==> src/ffxd_pkg.sv <==
// Shared types and codes for the form field extract and decode block.
package ffxd_pkg;

  localparam int COUNT_OUT_BITS = 12;

  // Configuration register indexes.
  localparam logic [1:0] CFG_KEY_LOW      = 2'd0;
  localparam logic [1:0] CFG_KEY_HIGH     = 2'd1;
  localparam logic [1:0] CFG_KEY_LENGTH   = 2'd2;
  localparam logic [1:0] CFG_OUT_CAPACITY = 2'd3;

  // Status codes.
  localparam logic [1:0] ST_OK        = 2'd0;
  localparam logic [1:0] ST_NOT_FOUND = 2'd1;
  localparam logic [1:0] ST_OVERFLOW  = 2'd2;
  localparam logic [1:0] ST_NUL       = 2'd3;

  // Result word kinds.
  localparam logic KIND_DATA   = 1'b0;
  localparam logic KIND_STATUS = 1'b1;

  // Everything one input byte produces, handed from the parser to the emitter.
  typedef struct packed {
    logic [1:0]                      n_data;
    logic [2:0][7:0]                 data;
    logic                            has_status;
    logic [7:0]                      status_byte;
    logic [1:0]                      code;
    logic [COUNT_OUT_BITS-1:0]       count;
  } bundle_t;

  typedef struct packed {
    logic                            kind;
    logic [7:0]                      out_byte;
    logic [1:0]                      code;
    logic [COUNT_OUT_BITS-1:0]       count;
    logic                            run_end;
  } result_t;

endpackage

==> src/ffxd_fifo.sv <==
// Small register queue with show-ahead read, used between the block's stages.
module ffxd_fifo #(
  parameter int WIDTH = 8,
  parameter int AW    = 2
) (
  input  logic             clk,
  input  logic             rst_n,
  input  logic             push,
  input  logic [WIDTH-1:0] wr_data,
  input  logic             pop,
  output logic [WIDTH-1:0] rd_data,
  output logic             full,
  output logic             empty
);

  localparam int DEPTH = 1 << AW;

  logic [WIDTH-1:0] mem_r [DEPTH];
  logic [AW-1:0]    wptr_r, wptr_nxt;
  logic [AW-1:0]    rptr_r, rptr_nxt;
  logic [AW:0]      cnt_r, cnt_nxt;
  logic             do_push, do_pop;

  assign full    = (cnt_r == (AW+1)'(DEPTH));
  assign empty   = (cnt_r == '0);
  assign do_push = push && !full;
  assign do_pop  = pop && !empty;
  assign rd_data = mem_r[rptr_r];

  always_comb begin
    wptr_nxt = do_push ? wptr_r + 1'b1 : wptr_r;
    rptr_nxt = do_pop ? rptr_r + 1'b1 : rptr_r;
    cnt_nxt  = cnt_r + (AW+1)'(do_push) - (AW+1)'(do_pop);
  end

  always_ff @(posedge clk) begin
    if (!rst_n) begin
      wptr_r <= '0;
      rptr_r <= '0;
      cnt_r  <= '0;
    end else begin
      wptr_r <= wptr_nxt;
      rptr_r <= rptr_nxt;
      cnt_r  <= cnt_nxt;
    end
  end

  always_ff @(posedge clk) begin
    if (do_push) begin
      mem_r[wptr_r] <= wr_data;
    end
  end

endmodule

==> src/ffxd_front.sv <==
// Parser: config registers, key match, value decode; one byte per cycle unless stalled.
module ffxd_front #(
  parameter int MAX_KEY_BYTES = 16,
  parameter int COUNT_BITS    = 12
) (
  input  logic                clk,
  input  logic                rst_n,
  input  logic                cfg_we,
  input  logic [1:0]          cfg_index,
  input  logic [63:0]         cfg_data,
  input  logic                accept,
  input  logic [7:0]          text_byte,
  input  logic                final_byte,
  output logic                bq_push,
  output ffxd_pkg::bundle_t   bq_data
);

  localparam int KP_W = $clog2(MAX_KEY_BYTES + 1);
  localparam int CW   = ((COUNT_BITS > 13) ? COUNT_BITS : 13) + 2;

  localparam logic [2:0] PH_KEY     = 3'd0;
  localparam logic [2:0] PH_SKIP    = 3'd1;
  localparam logic [2:0] PH_VALUE   = 3'd2;
  localparam logic [2:0] PH_DONE    = 3'd3;
  localparam logic [2:0] PH_ERR_OVF = 3'd4;
  localparam logic [2:0] PH_ERR_NUL = 3'd5;
  localparam logic [2:0] PH_IGNORE  = 3'd6;

  localparam logic [7:0] CH_PLUS    = 8'h2B;
  localparam logic [7:0] CH_PERCENT = 8'h25;
  localparam logic [7:0] CH_AMP     = 8'h26;
  localparam logic [7:0] CH_EQUAL   = 8'h3D;
  localparam logic [7:0] CH_SPACE   = 8'h20;

  // Returns {valid, value} for an ASCII hex digit.
  function automatic logic [4:0] hex_decode(input logic [7:0] c);
    logic [4:0] r;
    r = '0;
    if (c >= 8'h30 && c <= 8'h39) r = {1'b1, 4'(c - 8'h30)};
    else if (c >= 8'h61 && c <= 8'h66) r = {1'b1, 4'(c - 8'h57)};
    else if (c >= 8'h41 && c <= 8'h46) r = {1'b1, 4'(c - 8'h37)};
    return r;
  endfunction

  logic [63:0]           key_low_r, key_high_r;
  logic [4:0]            key_length_r;
  logic [12:0]           out_capacity_r;

  logic [2:0]            ph_r, ph_nxt;
  logic [KP_W-1:0]       kp_r, kp_nxt;
  logic [1:0]            pp_r, pp_nxt;
  logic [7:0]            fh_r, fh_nxt;
  logic [COUNT_BITS-1:0] cnt_r, cnt_nxt;

  logic [7:0]            key_bytes [16];
  logic [KP_W-1:0]       klen;

  always_comb begin
    for (int i = 0; i < 8; i++) begin
      key_bytes[i]     = key_low_r[8*i +: 8];
      key_bytes[i + 8] = key_high_r[8*i +: 8];
    end
  end

  assign klen = (key_length_r > 5'(MAX_KEY_BYTES)) ? KP_W'(MAX_KEY_BYTES)
                                                     : KP_W'(key_length_r);

  always_ff @(posedge clk) begin
    if (!rst_n) begin
      key_low_r      <= '0;
      key_high_r     <= '0;
      key_length_r   <= '0;
      out_capacity_r <= 13'd64;
    end else if (cfg_we) begin
      unique case (cfg_index)
        ffxd_pkg::CFG_KEY_LOW:      key_low_r      <= cfg_data;
        ffxd_pkg::CFG_KEY_HIGH:     key_high_r     <= cfg_data;
        ffxd_pkg::CFG_KEY_LENGTH:   key_length_r   <= cfg_data[4:0];
        ffxd_pkg::CFG_OUT_CAPACITY: out_capacity_r <= cfg_data[12:0];
      endcase
    end
  end

  logic [2:0]            mid_ph, fin_ph;
  logic [KP_W-1:0]       mid_kp;
  logic [1:0]            mid_pp;
  logic [7:0]            mid_fh;
  logic [7:0]            cand [4];
  logic [1:0]            nc, na;
  logic                  ovf, has_st;
  logic [4:0]            hx, fhx;
  logic [7:0]            dec;
  logic [2:0]            room;
  logic [CW-1:0]         cntw, capw, cmaxw;
  logic [COUNT_BITS-1:0] cnt_new;
  logic [1:0]            code;

  always_comb begin
    mid_ph  = ph_r;
    mid_kp  = kp_r;
    mid_pp  = pp_r;
    mid_fh  = fh_r;
    nc      = '0;
    has_st  = 1'b0;
    for (int i = 0; i < 4; i++) cand[i] = '0;
    hx  = hex_decode(text_byte);
    fhx = hex_decode(fh_r);
    dec = {fhx[3:0], hx[3:0]};

    if (ph_r != PH_IGNORE) begin
      if (text_byte == '0) begin
        has_st = 1'b1;
      end else begin
        unique case (ph_r)
          PH_KEY: begin
            if (text_byte == CH_AMP) begin
              mid_kp = '0;
            end else if (kp_r < klen) begin
              if (text_byte == key_bytes[4'(kp_r)]) mid_kp = kp_r + 1'b1;
              else mid_ph = PH_SKIP;
            end else if (text_byte == CH_EQUAL) begin
              mid_ph = (out_capacity_r == '0) ? PH_ERR_OVF : PH_VALUE;
              mid_kp = '0;
            end else begin
              mid_ph = PH_SKIP;
            end
          end
          PH_SKIP: begin
            if (text_byte == CH_AMP) begin
              mid_ph = PH_KEY;
              mid_kp = '0;
            end
          end
          PH_VALUE: begin
            // A percent with its digits either resolves here, or is given back
            // literally and this byte goes through the plain path.
            logic plain;
            plain = 1'b1;
            if (pp_r == 2'd1) begin
              if (hx[4]) begin
                mid_pp = 2'd2;
                mid_fh = text_byte;
                plain  = 1'b0;
              end else begin
                cand[nc] = CH_PERCENT; nc = nc + 1'b1;
                mid_pp   = 2'd0;
              end
            end else if (pp_r == 2'd2) begin
              if (hx[4]) begin
                mid_pp = 2'd0;
                mid_fh = '0;
                plain  = 1'b0;
                if (dec == '0) mid_ph = PH_ERR_NUL;
                else begin
                  cand[nc] = dec; nc = nc + 1'b1;
                end
              end else begin
                cand[nc] = CH_PERCENT; nc = nc + 1'b1;
                cand[nc] = fh_r;       nc = nc + 1'b1;
                mid_pp   = 2'd0;
              end
            end
            if (plain) begin
              if (text_byte == CH_AMP) mid_ph = PH_DONE;
              else if (text_byte == CH_PLUS) begin
                cand[nc] = CH_SPACE; nc = nc + 1'b1;
              end else if (text_byte == CH_PERCENT) mid_pp = 2'd1;
              else begin
                cand[nc] = text_byte; nc = nc + 1'b1;
              end
            end
          end
          default: ;
        endcase
        has_st = final_byte;
      end
      // Closing the body gives back any pending percent literally.
      if (has_st && mid_ph == PH_VALUE && mid_pp != 2'd0) begin
        cand[nc] = CH_PERCENT; nc = nc + 1'b1;
        if (mid_pp == 2'd2) begin
          cand[nc] = mid_fh; nc = nc + 1'b1;
        end
      end
    end
  end

  // Capacity check on each of up to three bytes written in this cycle.
  assign cntw  = CW'(cnt_r);
  assign capw  = CW'(out_capacity_r);
  assign cmaxw = CW'({COUNT_BITS{1'b1}});

  always_comb begin
    for (int k = 0; k < 3; k++) begin
      room[k] = (cntw + CW'(k + 1) < capw) && (cntw + CW'(k) < cmaxw);
    end
    na  = '0;
    ovf = 1'b0;
    for (int k = 0; k < 3; k++) begin
      if (2'(k) < nc) begin
        if (room[k] && !ovf) na = na + 1'b1;
        else ovf = 1'b1;
      end
    end
    fin_ph  = ovf ? PH_ERR_OVF : mid_ph;
    cnt_new = cnt_r + COUNT_BITS'(na);
    if (fin_ph == PH_VALUE || fin_ph == PH_DONE) code = ffxd_pkg::ST_OK;
    else if (fin_ph == PH_ERR_OVF) code = ffxd_pkg::ST_OVERFLOW;
    else if (fin_ph == PH_ERR_NUL) code = ffxd_pkg::ST_NUL;
    else code = ffxd_pkg::ST_NOT_FOUND;
  end

  always_comb begin
    bq_data.data[0]     = cand[0];
    bq_data.data[1]     = cand[1];
    bq_data.data[2]     = cand[2];
    bq_data.has_status  = has_st;
    bq_data.code        = code;
    bq_data.count       = (code == ffxd_pkg::ST_OK) ?
                          ffxd_pkg::COUNT_OUT_BITS'(cnt_new) : '0;
    // With a status word the third data byte rides on the status word.
    if (has_st && na == 2'd3) begin
      bq_data.n_data      = 2'd2;
      bq_data.status_byte = (code == ffxd_pkg::ST_OK) ? cand[2] : '0;
    end else begin
      bq_data.n_data      = na;
      bq_data.status_byte = '0;
    end
    bq_push = accept && (has_st || na != '0);
  end

  always_comb begin
    ph_nxt  = ph_r;
    kp_nxt  = kp_r;
    pp_nxt  = pp_r;
    fh_nxt  = fh_r;
    cnt_nxt = cnt_r;
    if (ph_r == PH_IGNORE) begin
      if (final_byte) begin
        ph_nxt  = PH_KEY;
        kp_nxt  = '0;
        pp_nxt  = '0;
        fh_nxt  = '0;
        cnt_nxt = '0;
      end
    end else if (has_st) begin
      ph_nxt  = (text_byte == '0 && !final_byte) ? PH_IGNORE : PH_KEY;
      kp_nxt  = '0;
      pp_nxt  = '0;
      fh_nxt  = '0;
      cnt_nxt = '0;
    end else begin
      ph_nxt  = fin_ph;
      kp_nxt  = mid_kp;
      pp_nxt  = mid_pp;
      fh_nxt  = mid_fh;
      cnt_nxt = cnt_new;
    end
  end

  always_ff @(posedge clk) begin
    if (!rst_n) begin
      ph_r  <= PH_KEY;
      kp_r  <= '0;
      pp_r  <= '0;
      fh_r  <= '0;
      cnt_r <= '0;
    end else if (accept) begin
      ph_r  <= ph_nxt;
      kp_r  <= kp_nxt;
      pp_r  <= pp_nxt;
      fh_r  <= fh_nxt;
      cnt_r <= cnt_nxt;
    end
  end

endmodule

==> src/ffxd_back.sv <==
// Emitter: unpacks bundles into result words, one per cycle unless stalled.
module ffxd_back (
  input  logic                clk,
  input  logic                rst_n,
  input  ffxd_pkg::bundle_t   bq_data,
  input  logic                bq_empty,
  output logic                bq_pop,
  input  logic                oq_full,
  output logic                oq_push,
  output ffxd_pkg::result_t   oq_data
);

  logic [1:0] idx_r, idx_nxt;
  logic [1:0] last_idx;
  logic       last;

  assign last_idx = bq_data.n_data + 2'(bq_data.has_status) - 1'b1;
  assign last     = (idx_r == last_idx);
  assign oq_push  = !bq_empty && !oq_full;
  assign bq_pop   = oq_push && last;

  always_comb begin
    if (idx_r < bq_data.n_data) begin
      oq_data.kind     = ffxd_pkg::KIND_DATA;
      oq_data.out_byte = bq_data.data[idx_r];
      oq_data.code     = ffxd_pkg::ST_OK;
      oq_data.count    = '0;
      oq_data.run_end  = 1'b0;
    end else begin
      oq_data.kind     = ffxd_pkg::KIND_STATUS;
      oq_data.out_byte = bq_data.status_byte;
      oq_data.code     = bq_data.code;
      oq_data.count    = bq_data.count;
      oq_data.run_end  = 1'b1;
    end
    if (bq_pop) idx_nxt = '0;
    else if (oq_push) idx_nxt = idx_r + 1'b1;
    else idx_nxt = idx_r;
  end

  always_ff @(posedge clk) begin
    if (!rst_n) begin
      idx_r <= '0;
    end else begin
      idx_r <= idx_nxt;
    end
  end

endmodule

==> src/form_field_extract_decode.sv <==
// Top level of the form field extract and decode block.
// Takes one body byte per cycle while in_full is low and streams out the
// decoded value of the first field whose name equals the configured key,
// then one status word per body. The parser decodes each accepted byte
// and writes everything that byte produces (up to three words) into a
// four-entry bundle queue; the emitter drains that queue into a four-entry
// output queue at one word per cycle while that queue has room. Sustained
// input rate is one byte per cycle as long as bytes average no more than
// one result word and the output is popped. Each word passes through the
// bundle queue and then the output queue. Configure only while idle.
module form_field_extract_decode #(
  parameter int MAX_KEY_BYTES = 16,
  parameter int COUNT_BITS    = 12
) (
  input  logic        clk,
  input  logic        rst_n,
  input  logic        cfg_we,
  input  logic [1:0]  cfg_index,
  input  logic [63:0] cfg_data,
  input  logic        in_push,
  output logic        in_full,
  input  logic [7:0]  in_text_byte,
  input  logic        in_final_byte,
  output logic        out_empty,
  input  logic        out_pop,
  output logic        out_item_kind,
  output logic [7:0]  out_byte,
  output logic [1:0]  out_status_code,
  output logic [11:0] out_decoded_count,
  output logic        out_run_end
);

  localparam int BW = $bits(ffxd_pkg::bundle_t);
  localparam int RW = $bits(ffxd_pkg::result_t);

  logic              accept;
  logic              bq_push, bq_pop, bq_full, bq_empty;
  ffxd_pkg::bundle_t bq_wr, bq_rd;
  logic              oq_push, oq_full;
  ffxd_pkg::result_t oq_wr, oq_rd;

  assign in_full = bq_full;
  assign accept  = in_push && !bq_full;

  ffxd_front #(
    .MAX_KEY_BYTES (MAX_KEY_BYTES),
    .COUNT_BITS    (COUNT_BITS)
  ) u_front (
    .clk        (clk),
    .rst_n      (rst_n),
    .cfg_we     (cfg_we),
    .cfg_index  (cfg_index),
    .cfg_data   (cfg_data),
    .accept     (accept),
    .text_byte  (in_text_byte),
    .final_byte (in_final_byte),
    .bq_push    (bq_push),
    .bq_data    (bq_wr)
  );

  ffxd_fifo #(.WIDTH(BW), .AW(2)) u_bundle_q (
    .clk     (clk),
    .rst_n   (rst_n),
    .push    (bq_push),
    .wr_data (bq_wr),
    .pop     (bq_pop),
    .rd_data (bq_rd),
    .full    (bq_full),
    .empty   (bq_empty)
  );

  ffxd_back u_back (
    .clk      (clk),
    .rst_n    (rst_n),
    .bq_data  (bq_rd),
    .bq_empty (bq_empty),
    .bq_pop   (bq_pop),
    .oq_full  (oq_full),
    .oq_push  (oq_push),
    .oq_data  (oq_wr)
  );

  ffxd_fifo #(.WIDTH(RW), .AW(2)) u_out_q (
    .clk     (clk),
    .rst_n   (rst_n),
    .push    (oq_push),
    .wr_data (oq_wr),
    .pop     (out_pop),
    .rd_data (oq_rd),
    .full    (oq_full),
    .empty   (out_empty)
  );

  assign out_item_kind     = oq_rd.kind;
  assign out_byte          = oq_rd.out_byte;
  assign out_status_code   = oq_rd.code;
  assign out_decoded_count = oq_rd.count;
  assign out_run_end       = oq_rd.run_end;

  // A decoded data byte is never zero, since %00 is rejected.
  a_data_nonzero: assert property (@(posedge clk) disable iff (!rst_n)
    (!out_empty && out_item_kind == ffxd_pkg::KIND_DATA) |-> (out_byte != 8'd0))
    else $error("data word carries a zero byte");

  // Only status words end a body, and they carry the end mark.
  a_run_end_kind: assert property (@(posedge clk) disable iff (!rst_n)
    !out_empty |-> (out_run_end == (out_item_kind == ffxd_pkg::KIND_STATUS)))
    else $error("end mark does not match word kind");

  // Error and not-found status words carry no count and no trailing byte.
  a_err_clean: assert property (@(posedge clk) disable iff (!rst_n)
    (!out_empty && out_item_kind == ffxd_pkg::KIND_STATUS &&
     out_status_code != ffxd_pkg::ST_OK) |-> (out_decoded_count == '0 && out_byte == 8'd0))
    else $error("failed status word carries data");

  // Nothing is pending right after reset.
  a_reset_empty: assert property (@(posedge clk)
    !rst_n |=> (out_empty && !in_full))
    else $error("queues not empty after reset");

endmodule
==> config.mk <==
export PLATFORM = sky130hd
export DESIGN_NAME = form_field_extract_decode
export DESIGN_NICKNAME = d
export VERILOG_FILES = /design/src/ffxd_pkg.sv /design/src/ffxd_fifo.sv /design/src/ffxd_front.sv /design/src/ffxd_back.sv /design/src/form_field_extract_decode.sv
export SDC_FILE = /design/constraint.sdc
export NUM_CORES = 1
export LEC_CHECK = 0
export BUFFER_PORTS_ARGS = -buffer_cell sky130_fd_sc_hd__buf_2
export CORE_ASPECT_RATIO = 0.75
export CORE_MARGIN = 2
export CORE_UTILIZATION = 42
export DETAILED_ROUTE_END_ITERATION = 10
export PLACE_DENSITY = 0.62
export SYNTH_ARGS = -nofsm -noshare
export SYNTH_HDL_FRONTEND = slang
export SYNTH_SLANG_ARGS = --single-unit
==> constraint.sdc <==
create_clock -name clk -period 7.3 [get_ports clk]
set_input_delay 0.365 -clock clk [delete_from_list [all_inputs] [get_ports clk]]
set_output_delay 0.365 -clock clk [all_outputs]
set_load 0.01 [all_outputs]
## Word level (Yosys, flattened, before mapping)

Memory sizes are Yosys's and may differ from the RTL's. A register that Yosys moved wholly into a read port is not among the register bits.
Index checks and enable logic that the tools add are counted.

| operators by class | value |
|---|---|
| add/subtract/negate cells | 27 |
| magnitude comparators | 32 |
| equal/unequal tests | 29 |
| mux-type cells | 157 |
| bitwise gates (word level) | 11 |
| reductions and logical operators | 55 |

Operator list:

| cell | number |
|---|---|
| 32-bit two-way mux | 10 |
| 8-bit two-way mux | 29 |
| 2-bit two-way mux | 43 |
| 5-bit two-way mux | 14 |
| 32-bit bitwise mux | 2 |
| 3-bit two-way mux | 20 |
| 8-bit demux with 2-bit select | 3 |
| 12-bit two-way mux | 4 |
| 15-bit by 13-bit < comparator with 1-bit output | 3 |
| 8-bit binary-select mux with 4-bit select | 1 |
| 8-bit by 6-bit equality test with 1-bit output (second input constant) | 4 |
| 8-bit by 7-bit >= comparator with 1-bit output (second input constant) | 4 |
| 8-bit by 7-bit <= comparator with 1-bit output (second input constant) | 4 |
| 15-bit by 12-bit < comparator with 1-bit output (second input constant) | 2 |
| 28-bit bitwise AND | 1 |
| 28-bit inverter | 1 |
| 12-bit by 2-bit adder with 13-bit output (second input constant) | 2 |
| 1-bit logical AND | 26 |
| 24-bit two-way mux | 1 |
| 1-bit two-way mux | 22 |
| 2-bit by 1-bit adder with 2-bit output (second input constant) | 10 |
| 20-bit bitwise AND | 1 |
| 20-bit inverter | 1 |
| 8-bit binary-select mux with 2-bit select | 1 |
| other kinds (57) | 102 |

| word-level totals | value |
|---|---|
| bits in registers | 192 |
| RAM bits | 292 |
| input port bits | 80 |
| output and inout bits | 26 |
| memories | 2 |

Memory list:

| name | depth | width | read ports | clocked after Yosys merged registers in | write ports | line | RTL |
|---|---|---|---|---|---|---|---|
| u_bundle_q.mem_r | 4 | 49 | 1 | 1 | 1 | ffxd_fifo.sv:18 | `logic [WIDTH-1:0] mem_r [DEPTH];` |
| u_out_q.mem_r | 4 | 24 | 1 | 1 | 1 | ffxd_fifo.sv:18 |  |

## Logic depth before layout (Yosys ltp)

Gate-level depths: netlist of the first run.

| depth | value |
|---|---|
| depth in word-level cells | 44 |
| depth in mapped cells | 35 |

## Modules after synthesis

A second synthesis of the first run with hierarchy kept.

| unflattened totals | value |
|---|---|
| cell total of the unflattened synthesis | 2060 |
| area, all modules | 23834.1 um^2 |

Modules (own cells, without submodules):

| module | instances | cells an instance | area an instance (um^2) | seq. area each (um^2) |
|---|---|---|---|---|
| ffxd_front | 1 | 1486 | 11705.0 | 3523.4 |
| ffxd_fifo at u_bundle_q | 1 | 307 | 7567.3 | 6065.8 |
| ffxd_fifo at u_out_q | 1 | 177 | 3988.8 | 3062.9 |
| ffxd_back | 1 | 89 | 559.3 | 40.0 |
| form_field_extract_decode | 1 | 1 | 13.8 | 0.0 |

## Least setup slack after synthesis of the first run

No wires, ideal clock.

| timing path | value |
|---|---|
| kind | input to register |
| start point | in in_text_byte[1] |
| end point | mem u_bundle_q.mem_r[0][10] (netlist name) (data pin) |
| data arrival time | 6796 ps |
| slack | 227 ps |
| stages | 33 |
| buffers on the path | 2 |
| path through | clkbuf_1 inv_1 ha_1 or3b_1 nand4_1 nand2_1 a221o_1 o21a_1 or2_2 inv_1 ha_1 mux2_2 nor3_1 ha_1 inv_1 nor3_1 o211ai_1 o311a_1 nor2_1 ha_1 and2_1 nand2_1 a2111o_1 o221ai_2 inv_1 ha_1 fa_1 nand3_1 or2_2 clkbuf_1 nor2_1 xnor2_1 nor2_1 |

RTL lines:

| element | line | RTL |
|---|---|---|
| from (decl) | form_field_extract_decode.sv:22 | `input logic [7:0] in_text_byte,` |
| to (decl) | ffxd_fifo.sv:18 |  |

==> results of run 1 <==
-- critical path, delay by kind of cell, from the launching register on --
family	cells	cell delay, ns
XOR/XNOR	2	0.35
AND/OR/NAND/NOR	12	1.89
multiplexers	1	0.27
buffers and inverters	3	0.28
AO/OA/AOI/OAI	8	1.89
adder cells (fa/ha/maj)	5	1.33
flip-flops	1	0.42
-- cell type report --
type	count	area, um^2	area share
timing repair buffer	145	881	0.0332
inverter	65	244	0.00919
clock inverter	21	244	0.00919
clock buffer	72	1380	0.0521
antenna	3	7.51	0.000283
tap	731	915	0.0345
sequential	484	12600	0.474
multi-input combinational	1332	10300	0.387
-- how the worst max path moves through the flow --
stage,start,end,cells past startpoint
6_report,u_front.fh_r[0],u_bundle_q.mem_r[1][9],31
5_1_grt,u_front.fh_r[0],u_bundle_q.mem_r[2][9],31
4_1_cts,u_front.fh_r[0],u_front.cnt_r[10],32
3_5_place_dp,in_text_byte[0],u_front.cnt_r[10],32
3_3_place_gp,in_text_byte[0],u_front.cnt_r[10],32
2_1_floorplan,in_text_byte[1],u_bundle_q.mem_r[0][10],33
-- report_power, final --
part	leakage, nW	switching (W)	total, W	internal, W
sequential	4.32	0.000135	0.00338	0.00325
combinational	4.14	0.000788	0.00145	0.000660
clock	0.779	0.00107	0.00253	0.00147
-- state kept, by name, indices dropped and copies added, names as in the netlist, 3 cells and up, named ones only --
signal                  count
u_front.key_high_r         64
u_front.key_length_r        5
u_front.kp_r                5
u_front.ph_r                3
u_out_q.cnt_r               3
u_front.out_capacity_r     13
u_out_q.mem_r              92
u_front.cnt_r              12
u_bundle_q.cnt_r            3
u_front.fh_r                8
u_bundle_q.mem_r          196
u_front.key_low_r          64
-- routing by layer --
| metal | vias to the layer above | global-route usage | wire length [um] |
|---|---|---|---|
| li1 | 7491 | - | - |
| met1 | 7993 | 0.300 | 28300 |
| met2 | 360 | 0.313 | 26200 |
| met3 | 62 | 0.0266 | 2670 |
| met4 | 0 | 0.0474 | 850 |
| met5 | - | 0 | 0 |
-- cell families (layout without fill, tap and decap cells) --
kind of cell,Yosys count,after routing,share of synthesized area
other,0,3,0
XOR/XNOR,66,66,0.0245
adder cells (fa/ha/maj),82,82,0.0445
multiplexers,146,146,0.119
flip-flops,484,484,0.533
AND/OR/NAND/NOR,662,662,0.132
AO/OA/AOI/OAI,376,376,0.114
buffers and inverters,195,303,0.0325
-- layout by cell type, fill, tap and decap left out, drive strengths merged, types with 11 or more instances in the layout --
cell	n
a22oi	17
and2	35
ha	79
inv	67
nand3	28
xnor2	37
nand2	355
mux2i	30
nand4	13
o22ai	24
a21o	12
buf	144
nor3	24
clkbuf	72
o21ai	39
edfxtp	288
o21a	11
clkinv	12
xor2	29
dfxtp	196
mux4	107
nor2b	45
a21oi	50
nand2b	13
a21boi	149
nor2	72
nor4	15
-- per-stage QoR --
step            util  power, W  setup WS [ns]
6_report       0.477   0.00737          0.588
3_3_place_gp   0.447   0.00487         0.0746
3_5_place_dp   0.447   0.00492        -0.0141
2_1_floorplan      -   0.00443          0.227
4_1_cts        0.476   0.00745         0.0642
5_1_grt        0.477   0.00770         0.0316
-- what timing repair did --
item / 4_1_cts / 5_1_grt
hold endpoints to repair: 1 / 0
hold buffers: 1 / 0
endpoints found under the setup margin: 1 / 44
gates resized for setup: 1 / 9
buffers inserted: 0 / 1
pin swaps: 0 / 1
==> impl_metrics.tcl, run 1 <==
set metrics [dict create \
    relSlewSlack 0.221 \
    max_stage_delay_ns 0.42 \
    grt_pass1_vias 15763 \
    synth-edff-count 288 \
    max_cap_viol_count 0 \
    p_leak_nw 9.25 \
    cp_max_fo 9 \
    min_path_type "in -> reg" \
    min_from "cfg_data[13]" \
    worstHoldEndpoint "u_front.key_low_r[13]" \
    r2r_end "u_bundle_q.mem_r[1][9]" \
    synth_warnings 0 \
    synth_most_common_cell "nand2_1" \
    max_freq_ghz 0.149 \
    avgSynthCellArea_um2 11.7 \
    hold_violations 0 \
    clock_path_buffers 3 \
    clk_pin_slew_ns 0.07 \
    rows 75 \
    netlist_top_cells_count "355 x nand2_1, 288 x edfxtp_1, 196 x dfxtp_1, 147 x a21boi_0, 107 x mux4_2" \
    async_flop_share 0 \
    setup.worst_path.class "reg -> reg" \
    dp.cells 2755 \
    tightest_slew_ns 1.16 \
    ys_seq_area_frac 0.533 \
    r2r_cells 31 \
    die_w_um 278 \
    cp_common_cell "ha_1" \
    required_ns 7.60 \
    drtAntennaViolNets 0 \
    cp.arrival_ns 7.01 \
    area_growth_pct 12.6 \
    place_hpwl_mm 40.5 \
    min_period_ns 6.71 \
    dieHeight_um 209 \
    die-area_um2 58000 \
    skew_ns 0.0327 \
    synth.top_cell.area_share 0.367 \
    pin_count 106 \
    outcome "completed" \
    final-setup-viol-count 0 \
    final_cell_count_no_fill 2853 \
    final_layout_size_suffix_gt1_frac 0.175 \
    vias_per_cell 5.58 \
    clk-insertion-delay-late_ns 0.60 \
    drt_iter0_drc 1472 \
    antenna_found_initial 4 \
    wl_mm 58.0 \
    grt-ovfl-total 0 \
    r2r_slack_ns 0.59 \
    drt-pass1-iter-count 7 \
    yosys.area.top_type "edfxtp_1" \
    hold_depth 3 \
    cp_slowest_cell "dfxtp_2" \
    cts_tree "yes" \
    vias 15906 \
    ir_worst_vdd_v 0.000176 \
    gp_congestion 0.914 \
    start_kind "flop" \
    rr_startpoint "u_front.fh_r[0]" \
    placed_area_um2 24900 \
    cts.sinks 484 \
    yosysUniqueCellTypes 85 \
    grt_start_max_net_pins 109 \
    cts_buffers 50 \
    grt_pass1_wl_mm 91.9 \
    ctsHtreeMaxLevel 2 \
    cp-end-kind "flop" \
    syn_nets 2173 \
    drc_errors 0 \
    wl_per_cell_um 20.3 \
    fin_area_um2 26500 \
    synth_area_leaders "edfxtp_1 37%, dfxtp_1 17%, mux4_2 10%" \
    timing.hold.ws_ns 0.0288 \
    slew_violations 0 \
    nFillCells 4970 \
    syn_inst 2011 \
    start_util 0.423 \
    ys_seq_elements 484 \
    rsz0062_at_grt "no" \
    synth.cell_area_um2 23600 \
    p_per_area_nw_per_um2 278 \
    grt_use_total 0.201 \
    core_area_um2 55600 \
    tns_ns 0 \
    final_nets 2240 \
    io_buffers 105 \
    finalCritPeriodShare 0.919 \
    synth_flop_cell "edfxtp_1" \
    cts_root_buffer "clkbuf_16" \
]
No activity file was read; power rests on OpenSTA's default activity.
==> run 2, diff against run 1 <==
--- a/config.mk
+++ b/config.mk
@@ -9,8 +9,10 @@
 export CORE_ASPECT_RATIO = 0.75
 export CORE_MARGIN = 2
 export CORE_UTILIZATION = 42
+export CTS_CLUSTER_DIAMETER = 60
 export DETAILED_ROUTE_END_ITERATION = 10
 export PLACE_DENSITY = 0.62
+export RECOVER_POWER = 50
 export SYNTH_ARGS = -nofsm -noshare
 export SYNTH_HDL_FRONTEND = slang
 export SYNTH_SLANG_ARGS = --single-unit
==> run 2 against run 1 <==
- the flow now finishes with violations (max-capacitance violations, max-slew violations)
- maximum frequency about the same
- count of clock-buffer cells in the layout down 3
- first-iteration DRC count up 2.0%
- die area unchanged
- worst setup slack worse by 0.0057 ns
- design area down 0.77%
- final cell count unchanged
- critical endpoint is now u_front.cnt_r[10]
- largest cell class unchanged
==> impl_metrics.tcl, run 2 (synthesis gave the netlist of run 1 again) <==
set metrics [dict create \
    pwr-share-clk 0.332 \
    ctsHtreeMaxLevel 2 \
    regArea_um2 12600 \
    start_util 0.423 \
    clock_path_buffers 3 \
    cp_max_fo 8 \
    dp.cells 2755 \
    max_flop_register "u_bundle_q.mem_r" \
    vias_per_cell 5.60 \
    cp_top_family "simple AND/OR/NAND/NOR gates" \
    start_kind "flop" \
    setup.worst_path.class "reg -> reg" \
    p_int_w 0.00518 \
    met2_usage 0.313 \
    cp_slowest_cell "dfxtp_2" \
    max_freq_ghz 0.149 \
    max_cap_viol_count 8 \
    place_hpwl_mm 40.5 \
    multiInputGateArea_um2 10300 \
    final_common_cell "nand2_1" \
    drt-pass1-iter-count 6 \
    largest_reg_flops 196 \
    clk-insertion-delay-late_ns 0.61 \
    rows 75 \
    drt_iter0_drc 1502 \
    grt-ovfl-total 0 \
    met1_usage 0.300 \
    p_leak_nw 9.06 \
    die_w_um 278 \
    die-area_um2 58000 \
    p_per_area_nw_per_um2 273 \
    ir_worst_vdd_v 0.000191 \
    cts_hold_buf 0 \
    grt_use_total 0.201 \
    grt_start_max_net_pins 109 \
    drc_errors 0 \
    outcome "finished with violations" \
    min_path_type "in -> reg" \
    clk_pin_slew_ns 0.06 \
    final_cell_count_no_fill 2853 \
    max_stage_delay_ns 0.42 \
    wl_per_cell_um 20.4 \
    io_buffers 105 \
    cts_root_buffer "clkbuf_16" \
    grt_busiest_layer "met2" \
    antenna_found_initial 5 \
    pin_count 106 \
    top_regs "u_bundle_q.mem_r x196, u_out_q.mem_r x92" \
    gp_congestion 0.914 \
    finalCritPeriodShare 0.920 \
    final_cell_mix "354 x nand2_1, 288 x edfxtp_1, 193 x dfxtp_1, 148 x a21boi_0, 107 x mux4_2" \
    p_seq_frac 0.472 \
    cts_buffers 50 \
    nFillCells 5033 \
    setup_ws_ns 0.582 \
    grt_pass1_vias 15749 \
    final_layout_size_suffix_gt1_frac 0.152 \
    cp-end-kind "flop" \
    core_area_um2 55600 \
    combinationalPowerShare 0.197 \
    dieHeight_um 209 \
    slew_violations 358 \
    skew_ns 0.0364 \
    grt_pass1_wl_mm 91.9 \
    final_nets 2239 \
    required_ns 7.75 \
    cts.sinks 484 \
    wl_mm 58.1 \
    cp_common_cell "ha_1" \
    drtAntennaViolNets 0 \
    cp.arrival_ns 7.17 \
    min_period_ns 6.72 \
    cts_tree "yes" \
    use_met3 0.0266 \
    final-setup-viol-count 0 \
    relSlewSlack -1.42 \
    hold_violations 0 \
    switching_share 0.280 \
    tightest_slew_ns 3.63 \
    vias 15978 \
    violations "max-capacitance violations, max-slew violations" \
    p_switching_w 0.00201 \
    dpl_worst_slack_ns -0.0141 \
    rsz0062_at_grt "no" \
    worst-path-buf-inv 3 \
    area_growth_pct 11.7 \
]
run 2: cell count changes in the layout (fill, tap and decap cells not counted), moves of 2 or more:
cell / before / now
clkinv_2: 3 / 8
buf_4: 36 / 24
clkbuf_1: 17 / 55
bufinv_16: 4 / 0
dfxtp_1: 191 / 193
mux2_2: 9 / 1
and2_0: 0 / 12
clkbuf_8: 5 / 2
clkinvlp_4: 2 / 5
buf_2: 104 / 78
and2_1: 30 / 18
mux2_1: 0 / 8
run 2: layer usage:
layer / vias up / wire length [um]
li1: 7491 / -
met3: 58 / 2780
met5: - / 0
met1: 8054 / 28300
met4: 0 / 788
met2: 375 / 26200
run 2: final cells by class:
type	instances	share of cell area
Clock inverter	24	0.00660
Antenna cell	4	0.000380
Sequential cell	484	0.478
Tap cell	731	0.0347
Clock buffer	69	0.0510
Multi-Input combinational cell	1332	0.390
Inverter	65	0.00927
Timing Repair Buffer	144	0.0301
run 2: timing repair:
item,4_1_cts,5_1_grt
endpoints found under the setup margin,1,40
buffers inserted,0,1
pin swaps,0,1
gates resized for setup,1,9
run 2: worst min-delay path, stage by stage:
cell	delay (ns)
buf_2	0.11
nand2_1	0.04
a21boi_0	0.06
run 2: final timing paths:
path / from / to / slack, ns / cells after the start
hold reg to reg: u_front.key_high_r[59] / u_front.key_high_r[59] / 0.46 / 2
setup reg to reg: u_front.fh_r[0] / u_front.cnt_r[10] / 0.58 / 32
setup / recovery: u_front.fh_r[0] / u_front.cnt_r[10] / 0.58 / 32
hold / removal: cfg_data[56] / u_front.key_low_r[56] / 0.02 / 3
run 2: through the flow:
| stage | hold WS [ns] | total power, W | setup TNS, ns | cell area, um^2 | utilization |
|---|---|---|---|---|---|
| 4_1_cts | 0.000662 | 0.00730 | 0 | 26400 | 0.474 |
| 5_1_grt | 0.0231 | 0.00752 | 0 | 26300 | 0.473 |
| 3_3_place_gp | 0.450 | 0.00487 | 0 | 24900 | 0.447 |
| 3_5_place_dp | 0.457 | 0.00492 | -0.0141 | 24900 | 0.447 |
| 2_1_floorplan | 0.440 | 0.00443 | 0 | 23600 | - |
| 6_report | 0.0228 | 0.00718 | 0 | 26300 | 0.473 |
run 2: power groups by stage:
stage	Sequential, W	Clock (W)	Combinational [W]
after global routing	0.00342	0.00253	0.00157
after global placement	0.00343	0	0.00144
after detailed placement	0.00345	0	0.00147
after CTS	0.00339	0.00243	0.00148
after floorplan	0.00336	0	0.00107
final	0.00339	0.00238	0.00141
==> run 3, diff against run 2 <==
--- a/config.mk
+++ b/config.mk
@@ -11,7 +11,7 @@
 export CORE_UTILIZATION = 42
 export CTS_CLUSTER_DIAMETER = 60
 export DETAILED_ROUTE_END_ITERATION = 10
-export PLACE_DENSITY = 0.62
+export PLACE_DENSITY = 0.6
 export RECOVER_POWER = 50
 export SYNTH_ARGS = -nofsm -noshare
 export SYNTH_HDL_FRONTEND = slang
==> constraint.sdc (replaced) <==
create_clock -name clk -period 7.42 [get_ports clk]
set_input_delay 0.371 -clock clk [delete_from_list [all_inputs] [get_ports clk]]
set_output_delay 0.371 -clock clk [all_outputs]
set_load 0.01 [all_outputs]
==> run 3 against run 2 <==
- the run still ends with max-capacitance violations, max-slew violations left
- flip-flop and latch count unchanged
- global-route usage down 0.26 points
- core utilization about the same
- die area unchanged
- worst hold slack better by 0.015 ns
- maximum frequency down 1.7%
- critical endpoint unchanged
- largest cell class unchanged
==> impl_metrics.tcl, run 3 (synthesis gave the netlist of run 1 again) <==
set metrics [dict create \
    io_buffers 105 \
    cp_common_cell "ha_1" \
    cp.arrival_ns 7.28 \
    grt_pass1_vias 15886 \
    hold_depth 3 \
    gp_congestion 0.898 \
    finalCritPeriodShare 0.921 \
    vias 15743 \
    skew_ns 0.0281 \
    relSlewSlack -1.45 \
    setup.worst_path.class "reg -> reg" \
    min_from "cfg_data[14]" \
    ctsHtreeMaxLevel 2 \
    largest_reg_flops 196 \
    multiInputGateArea_um2 10300 \
    r2r_cells 32 \
    tightest_slew_ns 3.68 \
    worst-path-buf-inv 3 \
    clock_path_buffers 3 \
    core_area_um2 55600 \
    final_nets 2235 \
    worstHoldEndpoint "u_front.key_low_r[14]" \
    max_flop_register "u_bundle_q.mem_r" \
    final-setup-viol-count 0 \
    cts_root_buffer "clkbuf_16" \
    start_kind "flop" \
    place_hpwl_mm 39.9 \
    required_ns 7.87 \
    rows 75 \
    r2r_end "u_front.cnt_r[10]" \
    nFillCells 4990 \
    cts.sinks 484 \
    rr_startpoint "u_front.fh_r[0]" \
    final_common_cell "nand2_1" \
    slew_violations 523 \
    p_leak_nw 9.05 \
    grt-ovfl-total 0 \
    rsz0062_at_grt "no" \
    r2r_slack_ns 0.59 \
    top_regs "u_bundle_q.mem_r x196, u_out_q.mem_r x92" \
    min_path_type "in -> reg" \
    drc_errors 0 \
    wl_mm 57.5 \
    vias_per_cell 5.53 \
    max_cap_viol_count 12 \
    antenna_found_initial 3 \
    max_stage_delay_ns 0.41 \
    max_freq_ghz 0.146 \
    p_per_area_nw_per_um2 269 \
    cp_slowest_cell "dfxtp_2" \
    min_period_ns 6.83 \
    pin_count 106 \
    die-area_um2 58000 \
    outcome "finished with violations" \
    dieHeight_um 209 \
    dpl_worst_slack_ns 0.151 \
    clk-insertion-delay-late_ns 0.60 \
    regArea_um2 12600 \
    drt_iter0_drc 1230 \
    drt-pass1-iter-count 5 \
    grt_start_max_net_pins 107 \
    die_w_um 278 \
    setup_ws_ns 0.586 \
    cts_hold_buf 0 \
    start_util 0.423 \
    cts_buffers 49 \
    drtAntennaViolNets 0 \
    grt_use_total 0.199 \
    clk_pin_slew_ns 0.06 \
    final_layout_size_suffix_gt1_frac 0.149 \
    grt_pass1_wl_mm 91.2 \
    hold_violations 0 \
    cts_tree "yes" \
    cp_max_fo 8 \
    cp_top_family "simple AND/OR/NAND/NOR gates" \
    tns_ns 0 \
    violations "max-capacitance violations, max-slew violations" \
    wl_per_cell_um 20.2 \
    area_growth_pct 11.6 \
    ir_worst_vdd_v 0.000187 \
    cp-end-kind "flop" \
    final_cell_mix "355 x nand2_1, 288 x edfxtp_1, 194 x dfxtp_1, 148 x a21boi_0, 107 x mux4_2" \
]
[run 3: cell count changes in the layout (fill, tap and decap cells not counted), sizes merged]
cell / before / now
clkinv: 16 / 18
clkinvlp: 5 / 4
inv: 68 / 66
buf: 106 / 102
clkbuf: 107 / 106
diode: 4 / 2
[run 3: worst max-delay path by stage]
stage                    start                      end  slack (ns)  depth (start not counted)
2_1_floorplan  in_text_byte[1]  u_bundle_q.mem_r[0][10]        0.34                         33
3_3_place_gp   in_text_byte[0]        u_front.cnt_r[10]        0.33                         33
3_5_place_dp   in_text_byte[0]        u_front.cnt_r[10]        0.15                         33
4_1_cts        u_front.fh_r[0]        u_front.cnt_r[10]        0.14                         32
5_1_grt        u_front.fh_r[0]        u_front.cnt_r[10]        0.03                         32
6_report       u_front.fh_r[0]        u_front.cnt_r[10]        0.59                         32
[run 3: final cells by class]
class | count | area share
antenna | 2 | 0.000190
clock buffer | 67 | 0.0523
clock inverter | 23 | 0.00599
inverter | 65 | 0.00927
multi-input combinational | 1332 | 0.390
sequential | 484 | 0.478
tap | 731 | 0.0348
timing repair buffer | 141 | 0.0292
[run 3: worst reg2reg max path, delay by kind of cell, from the launching register on]
family / cells / cell delay, ns
simple gates: 13 / 2.29
fa+ha+maj: 5 / 1.33
flops: 1 / 0.41
xor+xnor: 1 / 0.12
buf+inv: 3 / 0.28
mux: 1 / 0.27
compound gates: 9 / 2.01
[run 3: per-stage QoR]
stage	utilization	power (W)	cell area, um^2	hold slack (ns)	cells
after floorplan	-	0.00436	23600	0.440	2011
after global placement	0.446	0.00481	24800	0.449	2752
after detailed placement	0.446	0.00484	24800	0.458	2752
after CTS	0.474	0.00720	26400	0.00769	2842
after global routing	0.473	0.00743	26300	0.0314	2845
final	0.473	0.00709	26300	0.0378	2845
[run 3: repair_timing]
item / 4_1_cts / 5_1_grt
setup endpoints to repair: 0 / 35
hold endpoints to repair: 0 / 0
gates resized for setup: 0 / 5
buffers inserted: 0 / 1
[run 3: power breakdown]
part           leakage [nW]  internal, W  switching, W
Sequential             4.32      0.00320      0.000106
Combinational          3.99     0.000622      0.000811
Clock                 0.736      0.00131       0.00104
[run 3: layer usage]
metal  GRT usage  routed length [um]
met1       0.295               28000
met2       0.310               26000
met3      0.0247                2550
met4      0.0493                 960
met5           0                   0
